<file path="config.mk">
export PLATFORM = sky130hd
export DESIGN_NAME = delay_timer_table
export DESIGN_NICKNAME = d
export VERILOG_FILES = /design/src/rtl/dtt_pkg.sv /design/src/rtl/dtt_ram.sv /design/src/rtl/dtt_out.sv /design/src/rtl/delay_timer_table.sv
export SDC_FILE = /design/constraint.sdc
export NUM_CORES = 1
export LEC_CHECK = 0
export ABC_AREA = 1
export BUFFER_PORTS_ARGS = -buffer_cell sky130_fd_sc_hd__buf_2
export CORE_AREA = 2 2 351 353
export DETAILED_ROUTE_END_ITERATION = 10
export DIE_AREA = 0 0 353 355
export HOLD_SLACK_MARGIN = 0.03
export SLEW_MARGIN = 20
export SYNTH_ARGS = -nofsm -noshare
export SYNTH_HDL_FRONTEND = slang
export SYNTH_SLANG_ARGS = --single-unit
</file>
<file path="constraint.sdc">
create_clock -name i_clk -period 8.46 [get_ports i_clk]
set_clock_uncertainty 0.2 [all_clocks]
set_input_delay 1.269 -clock i_clk [delete_from_list [all_inputs] [get_ports i_clk]]
set_output_delay 1.269 -clock i_clk [all_outputs]
set_load 0.02 [all_outputs]
</file>
<file path="src/rtl/dtt_pkg.sv">
// ----------------------------------------------------------------------------
// dtt_pkg
// Shared constants, command codes, sequencer states and result word type
// of the delay timer table.
// ----------------------------------------------------------------------------
package dtt_pkg;

    localparam int TABLE_DEPTH  = 16;
    localparam int KEY_BITS     = 16;
    localparam int IDX_BITS     = (TABLE_DEPTH > 1) ? $clog2(TABLE_DEPTH) : 1;
    localparam int CNT_BITS     = IDX_BITS + 1;
    localparam int TIME_BITS    = 48;
    localparam int DELAY_BITS   = 40;
    localparam int IN_KEY_BITS  = 16;
    localparam int OUT_KEY_BITS = 16;
    localparam int ENTRY_BITS   = KEY_BITS + TIME_BITS;
    localparam int KIND_BITS    = 3;
    localparam int IN_DATA_BITS = IN_KEY_BITS + DELAY_BITS + TIME_BITS;
    localparam int OUT_USER_BITS = 2;

    typedef enum logic [KIND_BITS-1:0] {
        K_ADD    = 3'd0,
        K_UPDATE = 3'd1,
        K_CANCEL = 3'd2,
        K_SCAN   = 3'd3,
        K_CLEAR  = 3'd4
    } t_kind;

    typedef enum logic [1:0] {
        ST_IDLE,
        ST_SWEEP,
        ST_FINISH
    } t_state;

    typedef struct packed {
        logic                    status;
        logic                    fired_valid;
        logic [OUT_KEY_BITS-1:0] fired_key;
        logic                    last;
    } t_result;

endpackage

</file>
<file path="src/rtl/dtt_ram.sv">
// ----------------------------------------------------------------------------
// dtt_ram
// Single write port, single read port RAM with registered read data.
// Read data holds while the read enable is low.
// ----------------------------------------------------------------------------
module dtt_ram #(
    parameter int DEPTH = 16,
    parameter int WIDTH = 64,
    parameter int AW    = (DEPTH > 1) ? $clog2(DEPTH) : 1
) (
    input  logic             i_clk,
    input  logic             i_wr_en,
    input  logic [AW-1:0]    i_wr_addr,
    input  logic [WIDTH-1:0] i_wr_data,
    input  logic             i_rd_en,
    input  logic [AW-1:0]    i_rd_addr,
    output logic [WIDTH-1:0] o_rd_data
);

    logic [WIDTH-1:0] r_mem [DEPTH];
    logic [WIDTH-1:0] r_rd_data;

    always_ff @(posedge i_clk) begin
        if (i_wr_en) begin
            r_mem[i_wr_addr] <= i_wr_data;
        end
    end

    always_ff @(posedge i_clk) begin
        if (i_rd_en) begin
            r_rd_data <= r_mem[i_rd_addr];
        end
    end

    assign o_rd_data = r_rd_data;

endmodule

</file>
<file path="src/rtl/dtt_out.sv">
// ----------------------------------------------------------------------------
// dtt_out
// Output register of the result stream. Takes one result word when empty
// or when the held word leaves in the same cycle.
// ----------------------------------------------------------------------------
module dtt_out (
    input  logic                                i_clk,
    input  logic                                i_rst_n,
    input  logic                                i_push,
    input  dtt_pkg::t_result                    i_res,
    output logic                                o_ready,
    output logic                                o_m_axis_tvalid,
    input  logic                                i_m_axis_tready,
    // fired_key
    output logic [dtt_pkg::OUT_KEY_BITS-1:0]    o_m_axis_tdata,
    // status, fired_valid
    output logic [dtt_pkg::OUT_USER_BITS-1:0]   o_m_axis_tuser,
    output logic                                o_m_axis_tlast
);

    import dtt_pkg::*;

    logic    r_valid;
    logic    n_valid;
    t_result r_res;

    always_comb begin
        o_ready = !r_valid || i_m_axis_tready;
        n_valid = r_valid;
        if (i_push) begin
            n_valid = 1'b1;
        end else if (i_m_axis_tready) begin
            n_valid = 1'b0;
        end
    end

    always_ff @(posedge i_clk) begin
        if (!i_rst_n) begin
            r_valid <= 1'b0;
        end else begin
            r_valid <= n_valid;
        end
    end

    always_ff @(posedge i_clk) begin
        if (i_push) begin
            r_res <= i_res;
        end
    end

    assign o_m_axis_tvalid = r_valid;
    assign o_m_axis_tdata  = r_res.fired_key;
    assign o_m_axis_tuser  = {r_res.fired_valid, r_res.status};
    assign o_m_axis_tlast  = r_res.last;

endmodule

</file>
<file path="src/rtl/delay_timer_table.sv">
// ----------------------------------------------------------------------------
// delay_timer_table
// Table of one-shot delay timers keyed by task id. Keys and deadlines live
// in a RAM, used and cancel flags in flip-flops.
// Flow: add, clear and unknown kinds go from accept straight to the finish
// state, which pushes once the output register has room. Update, cancel
// and scan first sweep every slot through the RAM read port; stalls pause it.
// Throughput: one word at a time; a new word is taken once the last result
// is in the output register.
// Reset: synchronous, active low; empties the table at once, no clearing pass.
// ----------------------------------------------------------------------------
module delay_timer_table (
    input  logic                                i_clk,
    input  logic                                i_rst_n,
    input  logic                                i_s_axis_tvalid,
    output logic                                o_s_axis_tready,
    // task_key, delay_us, now_us
    input  logic [dtt_pkg::IN_DATA_BITS-1:0]    i_s_axis_tdata,
    // kind
    input  logic [dtt_pkg::KIND_BITS-1:0]       i_s_axis_tuser,
    output logic                                o_m_axis_tvalid,
    input  logic                                i_m_axis_tready,
    // fired_key
    output logic [dtt_pkg::OUT_KEY_BITS-1:0]    o_m_axis_tdata,
    // status, fired_valid
    output logic [dtt_pkg::OUT_USER_BITS-1:0]   o_m_axis_tuser,
    output logic                                o_m_axis_tlast
);

    import dtt_pkg::*;

    localparam logic [CNT_BITS-1:0] SWEEP_END = CNT_BITS'(TABLE_DEPTH);

    t_state                 r_state,      n_state;
    t_kind                  r_kind,       n_kind;
    logic [KEY_BITS-1:0]    r_key,        n_key;
    logic [TIME_BITS-1:0]   r_deadline,   n_deadline;
    logic [TIME_BITS-1:0]   r_now,        n_now;
    logic [TABLE_DEPTH-1:0] r_used,       n_used;
    logic [TABLE_DEPTH-1:0] r_canc,       n_canc;
    logic [CNT_BITS-1:0]    r_raddr,      n_raddr;
    logic                   r_pvalid,     n_pvalid;
    logic [IDX_BITS-1:0]    r_pidx,       n_pidx;
    logic                   r_found,      n_found;
    logic [IDX_BITS-1:0]    r_fidx,       n_fidx;
    logic                   r_hold_valid, n_hold_valid;
    logic [KEY_BITS-1:0]    r_hold_key,   n_hold_key;

    logic                   s_acc;
    logic [TIME_BITS:0]     sum;
    logic [TIME_BITS-1:0]   in_now;
    logic                   rd_en;
    logic                   wr_en;
    logic [IDX_BITS-1:0]    wr_addr;
    logic [ENTRY_BITS-1:0]  wr_data;
    logic [ENTRY_BITS-1:0]  rd_data;
    logic [KEY_BITS-1:0]    rd_key;
    logic [TIME_BITS-1:0]   rd_deadline;
    logic                   match;
    logic                   fire;
    logic                   stall;
    logic                   free_found;
    logic [IDX_BITS-1:0]    free_idx;
    logic                   add_status;
    logic                   push;
    t_result                push_res;
    logic                   out_ready;

    assign s_acc           = i_s_axis_tvalid && o_s_axis_tready;
    assign o_s_axis_tready = (r_state == ST_IDLE);
    assign in_now          = i_s_axis_tdata[IN_DATA_BITS-1 -: TIME_BITS];
    assign sum             = {1'b0, in_now}
                           + (TIME_BITS+1)'(i_s_axis_tdata[IN_KEY_BITS +: DELAY_BITS]);
    assign rd_key          = rd_data[ENTRY_BITS-1 -: KEY_BITS];
    assign rd_deadline     = rd_data[TIME_BITS-1:0];

    assign match = (r_kind == K_UPDATE || r_kind == K_CANCEL) && r_used[r_pidx]
                && !r_canc[r_pidx] && (rd_key == r_key);
    assign fire  = (r_kind == K_SCAN) && r_used[r_pidx] && (rd_deadline < r_now);
    assign stall = r_pvalid && fire && r_hold_valid && !out_ready;

    always_comb begin
        free_found = 1'b0;
        free_idx   = '0;
        for (int i = TABLE_DEPTH - 1; i >= 0; i--) begin
            if (!r_used[i]) begin
                free_found = 1'b1;
                free_idx   = IDX_BITS'(i);
            end
        end
    end

    always_comb begin
        n_state      = r_state;
        n_kind       = r_kind;
        n_key        = r_key;
        n_deadline   = r_deadline;
        n_now        = r_now;
        n_used       = r_used;
        n_canc       = r_canc;
        n_raddr      = r_raddr;
        n_pvalid     = r_pvalid;
        n_pidx       = r_pidx;
        n_found      = r_found;
        n_fidx       = r_fidx;
        n_hold_valid = r_hold_valid;
        n_hold_key   = r_hold_key;
        rd_en        = 1'b0;
        wr_en        = 1'b0;
        wr_addr      = free_idx;
        wr_data      = {r_key, r_deadline};
        add_status   = 1'b0;
        push         = 1'b0;
        push_res     = '{status: 1'b0, fired_valid: 1'b0, fired_key: '0, last: 1'b1};

        unique case (r_state)
            ST_IDLE: begin
                if (s_acc) begin
                    n_kind       = t_kind'(i_s_axis_tuser);
                    n_key        = KEY_BITS'(i_s_axis_tdata[IN_KEY_BITS-1:0]);
                    n_deadline   = sum[TIME_BITS] ? '1 : sum[TIME_BITS-1:0];
                    n_now        = in_now;
                    n_raddr      = '0;
                    n_pvalid     = 1'b0;
                    n_found      = 1'b0;
                    n_hold_valid = 1'b0;
                    if (n_kind == K_UPDATE || n_kind == K_CANCEL || n_kind == K_SCAN) begin
                        n_state = ST_SWEEP;
                    end else begin
                        n_state = ST_FINISH;
                    end
                    if (n_kind == K_SCAN) begin
                        n_used = r_used & ~r_canc;
                        n_canc = '0;
                    end
                end
            end
            ST_SWEEP: begin
                if (!stall) begin
                    if (r_pvalid) begin
                        if (match && !r_found) begin
                            n_found = 1'b1;
                            n_fidx  = r_pidx;
                        end
                        if (fire) begin
                            n_used[r_pidx] = 1'b0;
                            n_hold_valid   = 1'b1;
                            n_hold_key     = rd_key;
                            if (r_hold_valid) begin
                                push     = 1'b1;
                                push_res = '{status: 1'b0, fired_valid: 1'b1,
                                             fired_key: OUT_KEY_BITS'(r_hold_key),
                                             last: 1'b0};
                            end
                        end
                    end
                    if (r_raddr != SWEEP_END) begin
                        rd_en    = 1'b1;
                        n_raddr  = r_raddr + CNT_BITS'(1);
                        n_pvalid = 1'b1;
                        n_pidx   = r_raddr[IDX_BITS-1:0];
                    end else begin
                        n_pvalid = 1'b0;
                        n_state  = ST_FINISH;
                    end
                end
            end
            ST_FINISH: begin
                if (out_ready) begin
                    push    = 1'b1;
                    n_state = ST_IDLE;
                    unique case (r_kind)
                        K_ADD: begin
                            if (free_found) begin
                                wr_en            = 1'b1;
                                n_used[free_idx] = 1'b1;
                                n_canc[free_idx] = 1'b0;
                            end else begin
                                add_status = 1'b1;
                            end
                        end
                        K_UPDATE: begin
                            if (r_found) begin
                                wr_en   = 1'b1;
                                wr_addr = r_fidx;
                            end else if (free_found) begin
                                wr_en            = 1'b1;
                                n_used[free_idx] = 1'b1;
                                n_canc[free_idx] = 1'b0;
                            end else begin
                                add_status = 1'b1;
                            end
                        end
                        K_CANCEL: begin
                            if (r_found) begin
                                n_canc[r_fidx] = 1'b1;
                            end
                        end
                        K_SCAN: begin
                            if (r_hold_valid) begin
                                push_res.fired_valid = 1'b1;
                                push_res.fired_key   = OUT_KEY_BITS'(r_hold_key);
                            end
                        end
                        K_CLEAR: begin
                            n_used = '0;
                            n_canc = '0;
                        end
                        default: begin
                        end
                    endcase
                    push_res.status = add_status;
                end
            end
            default: begin
                n_state = ST_IDLE;
            end
        endcase
    end

    always_ff @(posedge i_clk) begin
        if (!i_rst_n) begin
            r_state      <= ST_IDLE;
            r_used       <= '0;
            r_canc       <= '0;
            r_pvalid     <= 1'b0;
            r_found      <= 1'b0;
            r_hold_valid <= 1'b0;
            r_raddr      <= '0;
        end else begin
            r_state      <= n_state;
            r_used       <= n_used;
            r_canc       <= n_canc;
            r_pvalid     <= n_pvalid;
            r_found      <= n_found;
            r_hold_valid <= n_hold_valid;
            r_raddr      <= n_raddr;
        end
    end

    always_ff @(posedge i_clk) begin
        r_kind     <= n_kind;
        r_key      <= n_key;
        r_deadline <= n_deadline;
        r_now      <= n_now;
        r_pidx     <= n_pidx;
        r_fidx     <= n_fidx;
        r_hold_key <= n_hold_key;
    end

    dtt_ram #(
        .DEPTH (TABLE_DEPTH),
        .WIDTH (ENTRY_BITS),
        .AW    (IDX_BITS)
    ) u_ram (
        .i_clk     (i_clk),
        .i_wr_en   (wr_en),
        .i_wr_addr (wr_addr),
        .i_wr_data (wr_data),
        .i_rd_en   (rd_en),
        .i_rd_addr (r_raddr[IDX_BITS-1:0]),
        .o_rd_data (rd_data)
    );

    dtt_out u_out (
        .i_clk           (i_clk),
        .i_rst_n         (i_rst_n),
        .i_push          (push),
        .i_res           (push_res),
        .o_ready         (out_ready),
        .o_m_axis_tvalid (o_m_axis_tvalid),
        .i_m_axis_tready (i_m_axis_tready),
        .o_m_axis_tdata  (o_m_axis_tdata),
        .o_m_axis_tuser  (o_m_axis_tuser),
        .o_m_axis_tlast  (o_m_axis_tlast)
    );

    a_canc_used: assert property (@(posedge i_clk) disable iff (!i_rst_n)
        (r_canc & ~r_used) == '0)
        else $error("cancel flag set on a free slot");

    a_push_room: assert property (@(posedge i_clk) disable iff (!i_rst_n)
        push |-> out_ready)
        else $error("result word pushed into a full output register");

    a_found_used: assert property (@(posedge i_clk) disable iff (!i_rst_n)
        (r_state == ST_SWEEP && r_found) |-> r_used[r_fidx])
        else $error("matched slot is not in use");

    a_accept_busy: assert property (@(posedge i_clk) disable iff (!i_rst_n)
        s_acc |=> (r_state != ST_IDLE))
        else $error("sequencer stayed idle after accepting a word");

    a_sweep_read: assert property (@(posedge i_clk) disable iff (!i_rst_n)
        (r_state == ST_SWEEP && r_raddr == SWEEP_END) |-> !rd_en)
        else $error("RAM read issued past the last slot");

endmodule
</file>
==> results.sh, run 1 <==
export IMPL_run_status="finished, final reports clean"
export IMPL_post_dp_hpwl_um=83600
export IMPL_fmaxAchievable_ghz=0.194
export IMPL_grt_ovfl_total=0
export IMPL_area_delta_synth_final_pct=12.2
export IMPL_cts_inserted_buffers=135
export IMPL_clk_pin_slew_worst_paths_ns=0.06
export IMPL_post_synthesis_adder_cell_area_fraction=0.0218
export IMPL_timing_final_setup_violations=0
export IMPL_crit_start="r_state[0]$_SDFFE_PN0P_"
export IMPL_port_buffers=131
export IMPL_synth_mux_area_fraction=0
export IMPL_timing_final_crit_period_ns=5.15
export IMPL_route_detailed_drc=0
export IMPL_worst_hold_startpoint="u_ram.o_rd_data[48]$_DFFE_PP_"
export IMPL_rows=128
export IMPL_grt_start_max_net_pins=218
export IMPL_synth_ff_type="edfxtp_1"
export IMPL_critPathRequiredTime_ns=8.62
export IMPL_routed_wire_length_per_instance_um=23.2
export IMPL_setup_repair_after_global_routing_missed_its_margin="no"
export IMPL_syn_nets=4650
export IMPL_grt_first_pass_wirelength_um=216000
export IMPL_slew_violations=0
export IMPL_crit_path_max_fanout=38
export IMPL_ir_worst_vdd_uv=218
export IMPL_synth_area_in_xor_xnor=0.00436
export IMPL_drt_iter0_drc=3886
export IMPL_diodes=0
export IMPL_grt_util_all_layers=0.228
export IMPL_clock_root_buffer="clkbuf_16"
export IMPL_die_height_um=355
export IMPL_place_gp_congestion=0.912
export IMPL_number_of_nets_with_antenna_violations_after_routing=0
export IMPL_cts_buffer_depth=3
export IMPL_synth_area_leaders="edfxtp_1, o21ai_0, nor2_1, o221ai_1, nand2_1"
export IMPL_fin_tns_setup_ns=0
export IMPL_ys_async_sr_fraction=0
export IMPL_post_synth_top_count_cell="edfxtp_1"
export IMPL_cts_htree_levels=4
export IMPL_area_of_the_die_mm2=0.125
export IMPL_p_per_area_mw_per_mm2=236
export IMPL_yosysTopAreaCell="edfxtp_1"
export IMPL_synth_area_per_cell_um2=12.2
export IMPL_criticalPathCategory="flip-flop to flip-flop"
export IMPL_synth_seq_cells=1289
export IMPL_slew_at_the_pin_with_the_worst_max_slew_slack_ns=1.12
export IMPL_synth_cells=4445
export IMPL_regToRegStartpoint="r_state[0]$_SDFFE_PN0P_"
export IMPL_largest_family_of_logic_cells_by_synthesized_area="compound AO/OA/AOI/OAI gates"
export IMPL_timing_critical_path_to_type="flip-flop"
export IMPL_fp_coreArea_mm2=0.121
export IMPL_cts_tree="built"
export IMPL_synth_area_in_compound_gates=0.125
export IMPL_finalHoldViolations=0
export IMPL_1st_pass_router_iterations=8
export IMPL_total_leakage_power_nw=21.0
export IMPL_ioPinCount=132
export IMPL_vias_per_cell=5.73
export IMPL_worstPathArrival_ns=5.31
export IMPL_final_critical_path_setup_slack_ns=3.31
export IMPL_synth_edff_count=1246
export IMPL_syn_area_mm2=0.0543
export IMPL_cts_sink_count=1289
export IMPL_synth_distinct_cells=52
export IMPL_timing_max_cap_violations=0
export IMPL_synth_seq_area_share=0.705
export IMPL_clk_insertion_delay_late_ns=0.75
export IMPL_die_width_um=353
export IMPL_initial_utilization=0.447
export IMPL_yosys_area_share_simple=0.107
export IMPL_detailroute_via_count=35800
export IMPL_post_cts_hold_buffer_count=0
export IMPL_rr_worst_depth=11
export IMPL_max_slew_margin_rel=0.253
export IMPL_worstHoldPathType="flip-flop to flip-flop"
export IMPL_cts_repair_timing_setup_buffer_count=0
export IMPL_final_layout_size_suffix_gt1_frac=0.0986
export IMPL_worstSetupStartpointType="flip-flop"
export IMPL_yosysTopAreaCellShare=0.689
export IMPL_finalCritPeriodShare=0.608
export IMPL_post_synth_most_frequent_cells="edfxtp_1, nor2_1, o21ai_0"
export IMPL_antenna_found_initial=2
export IMPL_drt_total_wl_um=145000
export IMPL_place_worst_setup_slack_ns=3.29
export IMPL_grt_pass1_vias=34300
export IMPL_layout_nets=4722
export IMPL_ys_warnings_count=0
export IMPL_hold_depth=0
export IMPL_post_cts_resized=0
## per-stage QoR
stage	cells	hold WS (ns)	instance area, µm²	utilization	total power (W)
final	6239	0.266	60900	0.502	0.0144
after CTS	6237	0.269	60800	0.501	0.0145
after global placement	6002	0.244	56500	0.466	0.00866
after global routing	6239	0.277	60900	0.502	0.0149
after detailed placement	6003	0.251	56500	0.466	0.00867
after floorplan	4445	0.226	54300	-	0.00821
## final cells by class
class | count | area, µm²
Sequential cell | 1289 | 38300
Timing Repair Buffer | 176 | 1070
Tap cell | 1625 | 2030
Multi-Input combinational cell | 2644 | 14200
Fill cell | 10700 | 60500
Clock inverter | 72 | 732
Clock buffer | 162 | 3560
Inverter | 271 | 1040
## worst paths after layout
kind / endpoint / slack [ns]
max reg2reg: u_ram.r_mem[2][55]$_DFFE_PP_ / 3.31
min reg2reg: r_hold_key[0]$_DFFE_PP_ / 0.27
max: u_ram.r_mem[2][55]$_DFFE_PP_ / 3.31
min: r_hold_key[0]$_DFFE_PP_ / 0.27
## report_power, final
| group | leakage (nW) | total [W] | switching (W) | internal (W) |
|---|---|---|---|---|
| registers | 11.7 | 0.00759 | 0.000288 | 0.00730 |
| clock network | 2.07 | 0.00585 | 0.00245 | 0.00340 |
| logic | 7.24 | 0.000960 | 0.000681 | 0.000279 |
| total | 21.0 | 0.0144 | 0.00342 | 0.0110 |
## worst max-delay path: stages (launching register included)
cell and delay (ns):
dfxtp_1 0.34, inv_1 0.09, ha_1 0.57, inv_1 0.39
nor2_1 0.24, nand2_1 0.21, nor2_1 0.14, inv_1 0.11
o21ai_0 0.34, nand3_1 0.42, nor2_4 0.92, buf_4 0.74
## flip-flops by register name, summed over array words and instances (netlist names), 2 cells and up
register,flops
r_used,16
u_ram.r_mem,1024
r_raddr,5
r_canc,16
r_pidx,4
u_out.o_m_axis_tdata,16
r_key,16
r_state,2
r_now,48
r_kind,3
r_deadline,48
u_out.o_m_axis_tuser,2
r_fidx,4
r_hold_key,16
u_ram.o_rd_data,64
## metal layers
metal / global-route usage / routed length (µm) / vias to the layer above
met5: 0 / 0 / -
met4: 0.0614 / 3280 / 0
met3: 0.0391 / 10800 / 215
met2: 0.359 / 67300 / 1433
met1: 0.327 / 63600 / 17600
li1: - / - / 16500
## kinds of logic (layout without fill, tap and decap cells)
group	count (synthesis)	after routing
simple gates	1400	1400
flops	1289	1289
compound gates	1123	1123
buf+inv	512	681
fa+ha+maj	94	94
xor+xnor	27	27
## cells in the final DEF (no fill, tap or decap), types with 8 or more instances in the layout
cell type and instances:
nor2_2 14, dfxtp_1 39, clkbuf_1 23, bufinv_16 13, clkinv_1 30, o211ai_1 50
a21oi_1 131, inv_6 9, edfxtp_1 1246, ha_1 93, nand4_1 38, o221ai_1 212
nand3_1 158, a31oi_1 23, o21ai_0 592, buf_4 41, nor4_1 18, or2_2 25
nor2_4 20, xor2_1 19, nor2_1 660, o21a_1 9, o2111ai_1 8, nand2_1 430
xnor2_1 8, buf_2 131, clkinv_2 12, nor3_1 17, clkbuf_16 139, a21o_1 9
clkinvlp_4 8, nand2_2 9, inv_1 260, o22ai_1 60
(Power assumes the default switching activity.)
==> inputs of run 2 (changes only) <==
clock period = 4.8 ns   (was 8.46 ns; I/O delays follow)
==> run 2 against run 1 <==
Effect of this change: fmax increased by 38%; worst hold slack got worse by 0.14 ns; highest routed layer unchanged; critical path depth increased by 3; global-route usage about the same; sequential cell count unchanged; via count increased by 0.95%; combinational power increased by 84%; sequential share of layout area decreased by 1.3 points; total power increased by 77%.
==> results.sh, run 2 (synthesis gave the netlist of run 1 again) <==
export IMPL_run_status="finished, final reports clean"
export IMPL_worstHoldPathType="primary input to flip-flop"
export IMPL_finalHoldViolations=0
export IMPL_p_clk_frac=0.407
export IMPL_route_detailed_drc=0
export IMPL_rows=128
export IMPL_multi_input_comb_area_mm2=0.0142
export IMPL_clock_root_buffer="clkbuf_16"
export IMPL_cts_buffer_depth=3
export IMPL_ioPinCount=132
export IMPL_finalInstanceArea_mm2=0.0621
export IMPL_grt_start_max_net_pins=197
export IMPL_grt_ovfl_total=0
export IMPL_layout_cells_most_common_list="edfxtp_1, nor2_1, o21ai_0, nand2_1, inv_1"
export IMPL_initial_utilization=0.447
export IMPL_placed_cell_area_mm2=0.0571
export IMPL_timing_critical_path_cells="ha_1 -> nand2_1 -> inv_1 -> nand3_1 -> a31oi_1 -> nor2_1 -> nand2_1 -> nand2_1 -> nand3_2 -> nor2_2 -> nand2_1 -> nand2_1 -> nor2_4 -> buf_4"
export IMPL_antenna_found_initial=1
export IMPL_hold_depth=1
export IMPL_layout_nets=4810
export IMPL_slew_violations=0
export IMPL_power_sequential_fraction=0.523
export IMPL_mostFrequentLayoutCell="edfxtp_1"
export IMPL_criticalPathCategory="flip-flop to flip-flop"
export IMPL_place_gp_congestion=0.949
export IMPL_timing_final_crit_period_ns=3.74
export IMPL_die_height_um=355
export IMPL_final_layout_size_suffix_gt1_frac=0.104
export IMPL_cts_sink_count=1289
export IMPL_cts_tree="built"
export IMPL_regToRegStartpoint="u_ram.o_rd_data[15]$_DFFE_PP_"
export IMPL_1st_pass_router_iterations=6
export IMPL_clk_insertion_delay_late_ns=0.75
export IMPL_internal_power_w=0.0194
export IMPL_vias_per_cell=5.69
export IMPL_fp_coreArea_mm2=0.121
export IMPL_ir_worst_vdd_uv=247
export IMPL_setup_reg_to_reg_worst_slack_ns=1.06
export IMPL_grt_util_all_layers=0.228
export IMPL_number_of_nets_with_antenna_violations_after_routing=0
export IMPL_finalHoldWorstSlack_ns=0.126
export IMPL_p_sw_w=0.00613
export IMPL_worstPathArrival_ns=3.96
export IMPL_fmaxAchievable_ghz=0.268
export IMPL_post_cts_hold_buffer_count=66
export IMPL_critPathRequiredTime_ns=5.02
export IMPL_power_share_combinational=0.069
export IMPL_crit_path_max_fanout=16
export IMPL_drt_total_wl_um=144000
export IMPL_port_buffers=131
export IMPL_setup_repair_after_global_routing_missed_its_margin="no"
export IMPL_largest_register="u_ram.r_mem"
export IMPL_timing_max_cap_violations=0
export IMPL_max_slew_margin_rel=0.308
export IMPL_cts_repair_timing_setup_buffer_count=0
export IMPL_worst_hold_startpoint="i_s_axis_tdata[96]"
export IMPL_fillers=10500
export IMPL_timing_final_setup_violations=0
export IMPL_detailroute_via_count=36100
export IMPL_die_width_um=353
export IMPL_cts_inserted_buffers=136
export IMPL_area_delta_synth_final_pct=14.5
export IMPL_slew_at_the_pin_with_the_worst_max_slew_slack_ns=1.04
export IMPL_grt_pass1_vias=35100
export IMPL_area_of_the_die_mm2=0.125
export IMPL_critical_path_slowest_cell="nor2_4"
export IMPL_routed_wire_length_per_instance_um=22.7
export IMPL_cts_htree_levels=4
export IMPL_grt_first_pass_wirelength_um=218000
export IMPL_finalCritPeriodShare=0.778
export IMPL_post_cts_resized=0
export IMPL_flip_flop_count_of_the_largest_register_after_layout=1024
export IMPL_layout_area_seq_mm2=0.0383
export IMPL_rr_worst_depth=14
export IMPL_path_common_cell="nand2_1"
export IMPL_sw_frac_of_total=0.240
export IMPL_drt_iter0_drc=3729
export IMPL_total_leakage_power_nw=21.5
export IMPL_critical_path_reg2reg_endpoint="u_ram.o_rd_data[53]$_DFFE_PP_"
export IMPL_worstSetupStartpointType="flip-flop"
export IMPL_clk_pin_slew_worst_paths_ns=0.06
export IMPL_fin_tns_setup_ns=0
export IMPL_finalPower_w=0.0255
export IMPL_timing_critical_path_to_type="flip-flop"
export IMPL_worst_hold_path_endpoint="r_now[40]$_DFFE_PP_"
export IMPL_p_per_area_mw_per_mm2=410
export IMPL_post_dp_hpwl_um=79200
export IMPL_final_core_utilization=0.512
export IMPL_critical_path_max_stage_delay_ns=0.54
## run 2: changes by cell type in the layout (fill, tap and decap cells not counted), sizes merged
cell	delta
buf	+21
dlygate4sd3	+66
clkinvlp	-1
inv	-2
bufinv	-2
clkinv	+20
clkbuf	-2
diode	+1
## run 2: final cells by class
type                            instances  share of cell area
Inverter                              271              0.0168
Sequential cell                      1289               0.616
Multi-Input combinational cell       2644               0.228
Clock buffer                          160              0.0572
Timing Repair Buffer                  263              0.0354
Tap cell                             1625              0.0327
Antenna cell                            1           0.0000403
Clock inverter                         87              0.0135
## run 2: per-stage QoR
step / setup WS [ns] / instances
2_1_floorplan: -0.366 / 4445
3_3_place_gp: 0.862 / 6026
3_5_place_dp: 0.841 / 6026
4_1_cts: 0.827 / 6339
5_1_grt: 0.757 / 6339
6_report: 1.06 / 6340
## run 2: layer usage
metal | vias up | GRT usage | share of wire
met5 | - | 0 | 0
met3 | 232 | 0.0404 | 0.077
met1 | 17800 | 0.325 | 0.45
met4 | 0 | 0.0703 | 0.024
li1 | 16700 | - | -
met2 | 1372 | 0.356 | 0.45
## run 2: how the worst max path moves through the flow
stage                                       start                                end  slack, ns  cells past startpoint
floorplan                 r_state[0]$_SDFFE_PN0P_        u_ram.r_mem[0][0]$_DFFE_PP_      -0.37                     12
global placement               i_s_axis_tdata[16]       r_deadline[20]$_SDFFCE_PP1P_       0.86                     15
detailed placement             i_s_axis_tdata[16]       r_deadline[42]$_SDFFCE_PP1P_       0.84                     15
CTS                 u_ram.o_rd_data[41]$_DFFE_PP_  u_out.o_m_axis_tdata[4]$_DFFE_PP_       0.83                     14
global route              r_used[14]$_SDFFE_PN0P_       u_ram.r_mem[1][37]$_DFFE_PP_       0.76                     21
finish              u_ram.o_rd_data[15]$_DFFE_PP_      u_ram.o_rd_data[53]$_DFFE_PP_       1.06                     14
## run 2: worst max-delay path: cells and delay by family, from the launching register on
| family | cells | cell delay [ns] |
|---|---|---|
| buffers and inverters | 2 | 0.41 |
| AOI/OAI and AO/OA | 1 | 0.16 |
| adders and majority gates | 1 | 0.35 |
| DFF | 1 | 0.51 |
| and+or+nand+nor | 10 | 1.77 |
## run 2: power groups by stage
stage | clock (W) | sequential (W) | combinational (W)
finish | 0.0104 | 0.0133 | 0.00177
global placement | 0 | 0.0136 | 0.00170
CTS | 0.0105 | 0.0133 | 0.00176
global route | 0.0110 | 0.0134 | 0.00198
detailed placement | 0 | 0.0136 | 0.00171
floorplan | 0 | 0.0133 | 0.00115
